--- src/design/i2c3w_pkg.sv ---
`timescale 1ns / 1ps
// ----------------------------------------------------------------------------
// i2c3w_pkg
// Shared types and constants for the two-wire three-byte write master.
// ----------------------------------------------------------------------------
package i2c3w_pkg;

	// Configuration register indexes
	localparam logic CFG_HALF_PERIOD = 1'b0;
	localparam logic CFG_DEV_ADDR    = 1'b1;

	localparam int CFG_INDEX_W = 1;
	localparam int CFG_DATA_W  = 16;

	// Reset values of the configuration registers
	localparam logic [15:0] HALF_PERIOD_RESET = 16'd10;
	localparam logic [7:0]  DEV_ADDR_RESET    = 8'hA0;

	// Frame layout
	localparam logic [3:0] BITS_PER_BYTE   = 4'd8;
	localparam logic [1:0] BYTES_PER_WRITE = 2'd3;

	// Input item kinds
	localparam logic KIND_TICK    = 1'b0;
	localparam logic KIND_REQUEST = 1'b1;

	// Line phases, each held for one half period
	typedef enum logic [3:0] {
		PH_START_A = 4'd0,
		PH_START_B = 4'd1,
		PH_START_C = 4'd2,
		PH_BIT_HI  = 4'd3,
		PH_BIT_LO  = 4'd4,
		PH_ACK_HI  = 4'd5,
		PH_ACK_LO  = 4'd6,
		PH_STOP_A  = 4'd7,
		PH_STOP_B  = 4'd8,
		PH_STOP_C  = 4'd9
	} phase_t;

	// One input item
	typedef struct packed {
		logic       kind;
		logic [7:0] reg_addr;
		logic [7:0] data_byte;
		logic       sda_in;
	} item_t;

	// One result item
	typedef struct packed {
		logic [2:0] nack_mask;
		logic       done_res;
		logic       busy_res;
		logic       sda_out;
		logic       scl_out;
	} res_t;

endpackage

--- src/design/i2c3w_core.sv ---
`timescale 1ns / 1ps
// ----------------------------------------------------------------------------
// i2c3w_core
// Bus sequencer: phase state, bit/byte counters and shifter. Updates on each
// item it is handed and returns that item's result combinationally.
// ----------------------------------------------------------------------------
module i2c3w_core
	import i2c3w_pkg::*;
(
	input  logic        clk,
	input  logic        arst_n,
	input  logic        step,        // item consumed this cycle
	input  item_t       item,
	input  logic [15:0] half_period,
	input  logic [7:0]  dev_addr,
	output res_t        res
);

	phase_t      phase_q, phase_d;
	logic [15:0] tick_count_q, tick_count_d;
	logic [7:0]  shift_q, shift_d;
	logic [7:0]  held_reg_q, held_reg_d;
	logic [7:0]  held_data_q, held_data_d;
	logic [3:0]  bit_index_q, bit_index_d;
	logic [1:0]  byte_index_q, byte_index_d;
	logic [2:0]  ack_flags_q, ack_flags_d;
	logic        active_q, active_d;

	logic [15:0] period;
	logic [15:0] tick_inc;
	logic [3:0]  bit_inc;
	logic [1:0]  byte_inc;
	logic        done;
	logic [1:0]  levels;     // bit1 clock, bit0 data

	// State registers
	always_ff @(posedge clk or negedge arst_n) begin
		if (!arst_n) begin
			phase_q      <= PH_START_A;
			tick_count_q <= '0;
			shift_q      <= '0;
			held_reg_q   <= '0;
			held_data_q  <= '0;
			bit_index_q  <= '0;
			byte_index_q <= '0;
			ack_flags_q  <= '0;
			active_q     <= 1'b0;
		end else if (step) begin
			phase_q      <= phase_d;
			tick_count_q <= tick_count_d;
			shift_q      <= shift_d;
			held_reg_q   <= held_reg_d;
			held_data_q  <= held_data_d;
			bit_index_q  <= bit_index_d;
			byte_index_q <= byte_index_d;
			ack_flags_q  <= ack_flags_d;
			active_q     <= active_d;
		end
	end

	assign period   = (half_period == '0) ? 16'd1 : half_period;
	assign tick_inc = tick_count_q + 16'd1;
	assign bit_inc  = bit_index_q + 4'd1;
	assign byte_inc = byte_index_q + 2'd1;

	// Next state
	always_comb begin
		phase_d      = phase_q;
		tick_count_d = tick_count_q;
		shift_d      = shift_q;
		held_reg_d   = held_reg_q;
		held_data_d  = held_data_q;
		bit_index_d  = bit_index_q;
		byte_index_d = byte_index_q;
		ack_flags_d  = ack_flags_q;
		active_d     = active_q;
		done         = 1'b0;

		if (item.kind == KIND_REQUEST) begin
			// new write only when idle; otherwise dropped
			if (!active_q) begin
				held_reg_d   = item.reg_addr;
				held_data_d  = item.data_byte;
				ack_flags_d  = '0;
				phase_d      = PH_START_A;
				tick_count_d = '0;
				bit_index_d  = '0;
				byte_index_d = '0;
				shift_d      = '0;
				active_d     = 1'b1;
			end
		end else if (active_q) begin
			tick_count_d = tick_inc;
			if (tick_inc >= period) begin
				tick_count_d = '0;
				unique case (phase_q)
					PH_START_A: phase_d = PH_START_B;
					PH_START_B: phase_d = PH_START_C;
					PH_START_C: begin
						shift_d      = dev_addr;
						bit_index_d  = '0;
						byte_index_d = '0;
						phase_d      = PH_BIT_HI;
					end
					PH_BIT_HI: phase_d = PH_BIT_LO;
					PH_BIT_LO: begin
						shift_d     = {shift_q[6:0], 1'b0};
						bit_index_d = bit_inc;
						phase_d     = (bit_inc >= BITS_PER_BYTE) ? PH_ACK_HI : PH_BIT_HI;
					end
					PH_ACK_HI: begin
						// data line high at end of ack clock: not acknowledged
						if (item.sda_in) begin
							unique case (byte_index_q)
								2'd0:    ack_flags_d = ack_flags_q | 3'b001;
								2'd1:    ack_flags_d = ack_flags_q | 3'b010;
								2'd2:    ack_flags_d = ack_flags_q | 3'b100;
								default: ack_flags_d = ack_flags_q;
							endcase
						end
						phase_d = PH_ACK_LO;
					end
					PH_ACK_LO: begin
						byte_index_d = byte_inc;
						if (byte_inc >= BYTES_PER_WRITE) begin
							phase_d = PH_STOP_A;
						end else begin
							shift_d     = (byte_inc == 2'd1) ? held_reg_q : held_data_q;
							bit_index_d = '0;
							phase_d     = PH_BIT_HI;
						end
					end
					PH_STOP_A: phase_d = PH_STOP_B;
					PH_STOP_B: phase_d = PH_STOP_C;
					PH_STOP_C: begin
						active_d = 1'b0;
						phase_d  = PH_START_A;
						done     = 1'b1;
					end
					default: begin
						active_d = 1'b0;
						phase_d  = PH_START_A;
					end
				endcase
			end
		end
	end

	// Line levels of the phase just entered
	always_comb begin
		if (!active_d) begin
			levels = 2'b11;
		end else begin
			unique case (phase_d)
				PH_START_A: levels = 2'b11;
				PH_START_B: levels = 2'b10;
				PH_START_C: levels = 2'b00;
				PH_BIT_HI:  levels = {1'b1, shift_d[7]};
				PH_BIT_LO:  levels = {1'b0, shift_d[7]};
				PH_ACK_HI:  levels = 2'b11;
				PH_ACK_LO:  levels = 2'b01;
				PH_STOP_A:  levels = 2'b00;
				PH_STOP_B:  levels = 2'b10;
				PH_STOP_C:  levels = 2'b11;
				default:    levels = 2'b11;
			endcase
		end
	end

	assign res.scl_out   = levels[1];
	assign res.sda_out   = levels[0];
	assign res.busy_res  = active_d;
	assign res.done_res  = done;
	assign res.nack_mask = ack_flags_d;

	// Idle sequencer always rests at the first start phase
	a_idle_phase: assert property (@(posedge clk) disable iff (!arst_n)
		!active_q |-> (phase_q == PH_START_A))
		else $error("idle with phase not at start");

	// Bit counter never passes one byte
	a_bit_range: assert property (@(posedge clk) disable iff (!arst_n)
		bit_index_q <= BITS_PER_BYTE)
		else $error("bit index out of range");

	// While shifting bytes the byte counter stays within the frame
	a_byte_range: assert property (@(posedge clk) disable iff (!arst_n)
		(active_q && (phase_q == PH_BIT_HI || phase_q == PH_BIT_LO ||
		              phase_q == PH_ACK_HI || phase_q == PH_ACK_LO))
		|-> (byte_index_q < BYTES_PER_WRITE))
		else $error("byte index out of range during data phase");

	// Completion ends the write on that same step
	a_done_idle: assert property (@(posedge clk) disable iff (!arst_n)
		(step && done) |=> !active_q)
		else $error("still busy after done");

endmodule

--- src/design/i2c_three_byte_write_master.sv ---
`timescale 1ns / 1ps
// ----------------------------------------------------------------------------
// i2c_three_byte_write_master
// Two-wire bus master performing one device/register/data byte write.
// ----------------------------------------------------------------------------
// Usage:
//   The slave stream carries one item per transfer: tuser = 0 is a time tick,
//   tuser = 1 requests a write of tdata's register address and data byte.
//   Requests while a write is in progress are dropped. Each item yields
//   exactly one result on the master stream: the clock and data line levels,
//   busy, done and the three-bit not-acknowledged mask.
//   Each line phase lasts half_period_ticks ticks; set it and the device
//   address on the cfg port while the block is idle.
//   Each accepted item is held in the input register; the sequencer update
//   between it and the result register is combinational, and the result
//   register then takes its result. Throughput: one item per cycle while the master side takes results.
//   When the master side stalls, the result register holds and the input
//   register takes one more item, then s_tready drops until the result is
//   taken. Reset empties both registers, idles the sequencer with both lines
//   high and restores the period to 10 ticks and the device address to 0xA0.
// ----------------------------------------------------------------------------
module i2c_three_byte_write_master
	import i2c3w_pkg::*;
(
	input  logic                   clk,
	input  logic                   arst_n,
	// slave stream
	input  logic                   s_tvalid,
	output logic                   s_tready,
	input  logic [23:0]            s_tdata,   // [7:0] reg_addr, [15:8] data_byte,
	                                          // [16] sda_in, [23:17] zero
	input  logic                   s_tuser,   // [0] kind
	// master stream
	output logic                   m_tvalid,
	input  logic                   m_tready,
	output logic [7:0]             m_tdata,   // [0] scl_out, [1] sda_out, [2] busy_res,
	                                          // [3] done_res, [6:4] nack_mask, [7] zero
	// configuration
	input  logic                   cfg_we,
	input  logic [CFG_INDEX_W-1:0] cfg_index,
	input  logic [CFG_DATA_W-1:0]  cfg_data
);

	logic [15:0] half_period_q;
	logic [7:0]  dev_addr_q;
	logic        valid_s1;
	item_t       item_s1;
	logic        m_valid_q;
	res_t        res_q;
	res_t        res;
	logic        advance;

	// Configuration registers
	always_ff @(posedge clk or negedge arst_n) begin
		if (!arst_n) begin
			half_period_q <= HALF_PERIOD_RESET;
			dev_addr_q    <= DEV_ADDR_RESET;
		end else if (cfg_we) begin
			unique case (cfg_index)
				CFG_HALF_PERIOD: half_period_q <= cfg_data;
				CFG_DEV_ADDR:    dev_addr_q    <= cfg_data[7:0];
				default:         ;
			endcase
		end
	end

	// Handshake: s1 moves on whenever the result register is free or emptying
	assign advance  = valid_s1 && (!m_valid_q || m_tready);
	assign s_tready = !valid_s1 || advance;

	// Input register
	always_ff @(posedge clk or negedge arst_n) begin
		if (!arst_n) begin
			valid_s1 <= 1'b0;
		end else if (s_tready) begin
			valid_s1 <= s_tvalid;
		end
	end

	always_ff @(posedge clk) begin
		if (s_tvalid && s_tready) begin
			item_s1.kind      <= s_tuser;
			item_s1.reg_addr  <= s_tdata[7:0];
			item_s1.data_byte <= s_tdata[15:8];
			item_s1.sda_in    <= s_tdata[16];
		end
	end

	i2c3w_core u_core (
		.clk         (clk),
		.arst_n      (arst_n),
		.step        (advance),
		.item        (item_s1),
		.half_period (half_period_q),
		.dev_addr    (dev_addr_q),
		.res         (res)
	);

	// Result register
	always_ff @(posedge clk or negedge arst_n) begin
		if (!arst_n) begin
			m_valid_q <= 1'b0;
		end else if (advance) begin
			m_valid_q <= 1'b1;
		end else if (m_tready) begin
			m_valid_q <= 1'b0;
		end
	end

	always_ff @(posedge clk) begin
		if (advance) begin
			res_q <= res;
		end
	end

	assign m_tvalid = m_valid_q;
	assign m_tdata  = {1'b0, res_q.nack_mask, res_q.done_res, res_q.busy_res,
	                   res_q.sda_out, res_q.scl_out};

endmodule
--- config.mk ---
export PLATFORM = sky130hd
export DESIGN_NAME = i2c_three_byte_write_master
export DESIGN_NICKNAME = d
export VERILOG_FILES = /design/src/design/i2c3w_pkg.sv /design/src/design/i2c3w_core.sv /design/src/design/i2c_three_byte_write_master.sv
export SDC_FILE = /design/constraint.sdc
export NUM_CORES = 1
export LEC_CHECK = 0
export ABC_AREA = 1
export CORE_AREA = 3 3 130 94
export CTS_CLUSTER_SIZE = 14
export DETAILED_ROUTE_END_ITERATION = 7
export DIE_AREA = 0 0 133 97
export DONT_BUFFER_PORTS = 1
export GPL_TIMING_DRIVEN = 0
export PLACE_DENSITY = 0.7
export SYNTH_ARGS = -nofsm -noshare
export SYNTH_HDL_FRONTEND = slang
export SYNTH_SLANG_ARGS = --single-unit
--- constraint.sdc ---
create_clock -name clk -period 4.5 [get_ports clk]
set_clock_uncertainty 0.2 [all_clocks]
set_input_delay 0.9 -clock clk [delete_from_list [all_inputs] [get_ports clk]]
set_output_delay 0.9 -clock clk [all_outputs]
set_load 0.01 [all_outputs]
# [After elaboration in Yosys (flattened, before gate mapping)]
# Index checks and enable logic that the tools add are counted.
[op_classes] addsub=3 muxes=45 n_eq_ne=21 reduce_logical=24 n_lt_le_gt_ge=3 bitwise=3
[ops] operator="$mux W16" count=5
[ops] operator="$mux W8" count=6
[ops] operator="$mux W4" count=9
[ops] operator="$pmux W4 S9" count=1
[ops] operator="$eq A4 B3 Y1 const B" count=7
[ops] operator="$mux W3" count=8
[ops] operator="$pmux W8 S3" count=1
[ops] operator="$add A16 B1 Y16 const B" count=1
[ops] operator="$eq A4 B2 Y1 const B" count=4
[ops] operator="$ge A16 B16 Y1" count=1
[ops] operator="$logic_not A16 Y1" count=1
[ops] operator="$eq A4 B4 Y1 const B" count=3
[ops] operator="$pmux W4 S3" count=1
[ops] operator="$pmux W2 S5" count=1
[ops] operator="$pmux W3 S3" count=1
[ops] operator="$reduce_or A9 Y1" count=1
[ops] operator="$eq A4 B1 Y1 const B" count=2
[ops] operator="$mux W2" count=4
[ops] operator="$mux W1" count=7
[ops] operator="$reduce_and A3 Y1" count=2
[ops] operator="$reduce_and A6 Y1" count=1
[ops] operator="$reduce_bool A2 Y1" count=3
[ops] operator="$reduce_and A5 Y1" count=1
[ops] operator="$add A4 B1 Y4 const B" count=1
[ops] operator="other kinds (19)" count=27
[totals] in_bits=47 register_bits=105

# [Depth between registers and ports, before layout]
[depth] depth_word=10 ltp_mapped=26 depth_no_buf=26

# [Cells and area by module]
# From an unflattened synthesis, not the netlist that was laid out.
[hier_totals] cells_unflattened=659 area_unflattened_um2=5689.2
[by_module_without_submodules] mod="i2c3w_core" area_per_inst_um2=3767.4 seq_area_each_um2=1351.3 cells_each=515 n_inst=1
[by_module_without_submodules] mod="i2c_three_byte_write_master" area_per_inst_um2=1921.8 seq_area_each_um2=1406.3 cells_each=144 n_inst=1

# [Least setup slack after synthesis]
# OpenSTA, ideal clock, no wires.
[synth_timing] path_kind="register to register" start="register u_core.tick_count_q[0]" end="register res_q, in the netlist m_tdata[1] (data pin)" arrival_ns=2.941 slack_ns=1.102 n_path_buf=0 setup_ns=0.256 required_time_ns=4.044 stages_incl_launch_ff=24 path_cell_list="dfrtp_1 ha_1 nand2_1 nor2_2 nand3_1 nor2_1 nand2_1 nor2_2 nand2_1 nor3_2 xor2_1 ha_1 nand2_1 o21ai_0 a21oi_2 nand2_4 a21oi_1 nor2_4 nor2_4 nand2_1 nor2_2 nand2_1 nand3_2 nand2_1"
[synth_via] elab_chain_cells=8 word_cells_on_any_way=21 classes_between="add/sub: 1; order compare: 1; eq/ne: 7; mux: 10; reduce/logical: 2"
[synth_rtl] item="from (decl)" line="i2c3w_core.sv:20" rtl="logic [15:0] tick_count_q, tick_count_d;"
[synth_rtl] item="from (signal assigned)" line="i2c3w_core.sv:50" rtl="tick_count_q <= tick_count_d;"
[synth_rtl] item="$add A16 B1 Y16 *" line="i2c3w_core.sv:62" rtl="assign tick_inc = tick_count_q + 16'd1;"
[synth_rtl] item="$ge A16 B16 Y1 *" line="i2c3w_core.sv:94" rtl="if (tick_inc >= period) begin"
[synth_rtl] item="$mux W4" line="i2c3w_core.sv:94"
[synth_rtl] item="$mux W4" line="i2c3w_core.sv:92" rtl="end else if (active_q) begin"
[synth_rtl] item="$mux W4" line="i2c3w_core.sv:79" rtl="if (item.kind == KIND_REQUEST) begin"
[synth_rtl] item="$eq A4 B1 Y1 (tied with other cells)" line="i2c3w_core.sv:154" rtl="unique case (phase_d)"
[synth_rtl] item="$reduce_or A2 Y1 (no line)"
[synth_rtl] item="$pmux W2 S5" line="i2c3w_core.sv:154"
[synth_rtl] item="to (signal assigned)" line="i2c_three_byte_write_master.sv:112" rtl="res_q <= res;"
[synth_rtl] item="to (decl)" line="i2c_three_byte_write_master.sv:49" rtl="res_t res_q;"
# Mark *: on every way between the ends. The rest lies on a longest branch, timed or not. The select of a mux whose other input is x is not followed.
# A chain may end at the register's enable or synchronous reset.

# [Worst setup path in the final report]
# Same ends and word-level chain as after synthesis.

==> results by group <==
Synthesis
  – Area leader, netlist: dfrtp_1
  – Yosys reg bits: between 100 and 150
  – Share of the synthesized area in the top cell type: between 30% and 40%
  – Yosys warnings: 0
  – Post-Synthesis Cells: just over 600
  – Synth cell types: 49
  – Number of synthesized flops with an enable pin: 25
  – Main synth FF type: dfrtp_1
  – Mapped Nets: 676
  – Syn avg cell area: ~9 µm²
  – Register area share after synthesis: about 50%
  – Netlist Area Pre-Place: between 5000 and 6000 µm²
  – Largest cells by area after synthesis: dfrtp_1 35%, edfxtp_1 14%, nand2_1 9.4%
  – Async set or reset register ratio after synthesis: roughly 76%

Run status
  – Status: finished clean

Timing
  – Final Critical Period: just over 4 ns
  – RSZ-0062 raised after global routing: false
  – Final period util: between 80% and 90%
  – Total Neg Setup Slack: 0 ns
  – Fin. Hold Viols: 0
  – Worst hold slack: 0.0279 ns
  – Max Slew Vio Count: 0
  – Fmax achieved: around 250 MHz
  – Final worst slack: approximately 0.46 ns
  – Endpoints failing setup: 0
  – Slew @ Worst Pin: approximately 0.76 ns
  – Max_slew headroom: between 40 and 50%

Cells and area
  – Antenna Cells: 0
  – Most frequent cells in the layout: 137 x nand2_1, 77 x inv_1, 76 x dfrtp_1
  – Commonest non-fill, non-tap cell in the layout: nand2_1
  – Area of the multi-input gates: 2310 µm²
  – # fillers: 971
  – Cell Count, Final, Fillers Out: 775
  – Design Area, Final: 5990 µm²
  – Synth-to-Final Area Change: 9.34%
  – Layout cells sized above 1: between 10 and 15%
  – Fin util: between 50 and 60%
  – Register Area: around 2800 µm²
  – Fin nets: between 600 and 700

Critical path
  – Worst EP arrival: 3.95 ns
  – Worst Setup Start Kind: register
  – Crit-path max FO: 10
  – Critical path required time: roughly 4.4 ns
  – Crit Path Category: register to register
  – CP endpoint kind: register

CTS
  – Root Driver: clkbuf_16
  – Hold_buf cts: 0
  – CTS sink cnt: 105
  – Htree depth: 3
  – CTS resizes: 0
  – Setup Fix Bufs, Post-CTS: 0
  – CTS Buffer Depth: 2
  – Number of buffers created by CTS: 9
  – Clock transition at the registers of the reported paths: approximately 0.080 ns
  – Clk_lat worst skew: between 0.3 and 0.4 ns
  – CTS tree: yes

Floorplanning
  – Starting Density: around 50%
  – Die width: approximately 130 µm
  – Die area: between 10000 and 15000 µm²
  – Die Ht: 97 µm
  – I/O pins: 57
  – Row count: 32
  – Core footprint: 11000 µm²

Global route
  – Vias in the first global route: ~4000
  – Antenna violations before repair: 0
  – GRT Overall Usage: ~18%
  – Largest net degree at the start of global routing: 81
  – First-pass GRT wire length: 19300 µm
  – Gr ovfl total: 0

Drt
  – Iter 0 DRT Violations: 187
  – Via density: ~5.3
  – 1st-pass router iterations: 5
  – WL per Instance: 14.7 µm
  – Routed vias: roughly 4100
  – DRT Wirelength: around 11000 µm
  – Post-DRT Antenna Nets: 0
  – DRC Markers: 0

Pwr
  – Lkg Pwr: between 2 and 3 nW
  – Total Power: approximately 2.9 mW
  – Cell Pwr Density: between 400 and 500 nW/µm²
  – Max VDD drop: a little over 0.3 mV

Placement
  – Dpl ws: about 0.5 ns
  – I/O Buffers: 0
  – Placed cell count: approximately 760
  – Gp weighted congestion: between 0.8 and 0.9
  – Placed inst area: 5670 µm²
  – Final HPWL DP: a little under 9000 µm

Hold path
  – Hold Path Class: input pin to async pin

Job
  – Max Cap Violations: 0
per-layer routing:
metal,track usage (%),vias to the layer above,wire length [µm]
met5,0,-,0
met4,6.31,0,224
met3,4.63,20,605
met2,27.0,118,4950
met1,26.6,1963,5620
li1,-,2023,-
sequential cells by signal (all words and copies together) (netlist names):
| name | flops |
|---|---|
| dev_addr_q | 8 |
| u_core.bit_index_q | 4 |
| item_s1 | 18 |
| u_core.active_q | 1 |
| half_period_q | 16 |
| u_core.shift_q | 8 |
| m_tdata | 7 |
| u_core.ack_flags_q | 3 |
| valid_s1 | 1 |
| u_core.byte_index_q | 2 |
| m_tvalid | 1 |
| u_core.phase_q | 4 |
| u_core.tick_count_q | 16 |
| u_core.held_data_q | 8 |
| u_core.held_reg_q | 8 |
where the power goes:
group,internal [mW],switching (mW)
clock,0.405,0.407
combinational,0.279,0.489
sequential,1.17,0.129
total,1.85,1.02
final timing paths:
check	slack (ns)	endpoint	start	cells after the start
worst max-delay path	0.46	m_tdata[1]	u_core.tick_count_q[0]	24
worst min-delay path	0.03	half_period_q[14]	arst_n	0
worst max register to register	0.46	m_tdata[1]	u_core.tick_count_q[0]	24
worst min register to register	0.28	u_core.held_data_q[0]	item_s1[1]	1
max in group asynchronous	3.88	dev_addr_q[5]	arst_n	0
min in group clk	0.28	u_core.held_data_q[0]	item_s1[1]	1
logic make-up (layout without fill, tap and decap cells):
logic type / Yosys count / in the layout / share of synthesized area [%]
compound gates: 110 / 110 / 11.8
flops: 105 / 105 / 50.3
buf+inv: 104 / 120 / 7.45
mux: 15 / 15 / 3.04
other cells: 1 / 1 / 0.0685
fa+ha+maj: 23 / 23 / 5.25
xor+xnor: 11 / 11 / 1.76
simple gates: 237 / 237 / 20.3
cell type report:
class	instances	share of cell area [%]
flip-flops and latches	105	46.0
clock buffers	9	3.76
clock inverters	7	1.59
inverters	91	5.77
multi-input cells	397	38.6
plain buffers	13	1.04
well taps	153	3.20
cell usage after synthesis (4+ instances only):
library cell and number:
nor4_1 4, nor2_4 7, edfxtp_1 25, a21oi_1 28, nand3_1 21, dfrtp_1 76, nand2_1 137, nand2_2 6
nand2_4 5, mux2_2 13, inv_2 10, clkbuf_1 7, o21ai_1 9, ha_1 23, dfstp_2 4, o21ai_0 42
nor2_2 7, xor2_1 10, a221oi_1 5, o31ai_1 7, nor2_1 35, nand4_1 4, nand3_2 5, inv_1 77
o22ai_1 8
worst max-delay path, stage by stage (launching register included):
cell,delay [ns]
dfrtp_1,0.43
ha_1,0.23
nand2_1,0.08
nor2_2,0.11
nand3_1,0.11
nor2_1,0.10
nand2_1,0.10
nor2_2,0.13
nand2_1,0.11
o21ai_0,0.34
inv_1,0.11
ha_1,0.30
nand2_1,0.07
nor3_1,0.25
nand2_2,0.11
nand2_4,0.15
nand2_4,0.13
nor2_1,0.15
nand2_1,0.07
nand2_1,0.05
nand3_1,0.06
nand2_1,0.12
inv_1,0.06
a21oi_1,0.14
nand2_1,0.06
Power figures use the tool's default switching activity.
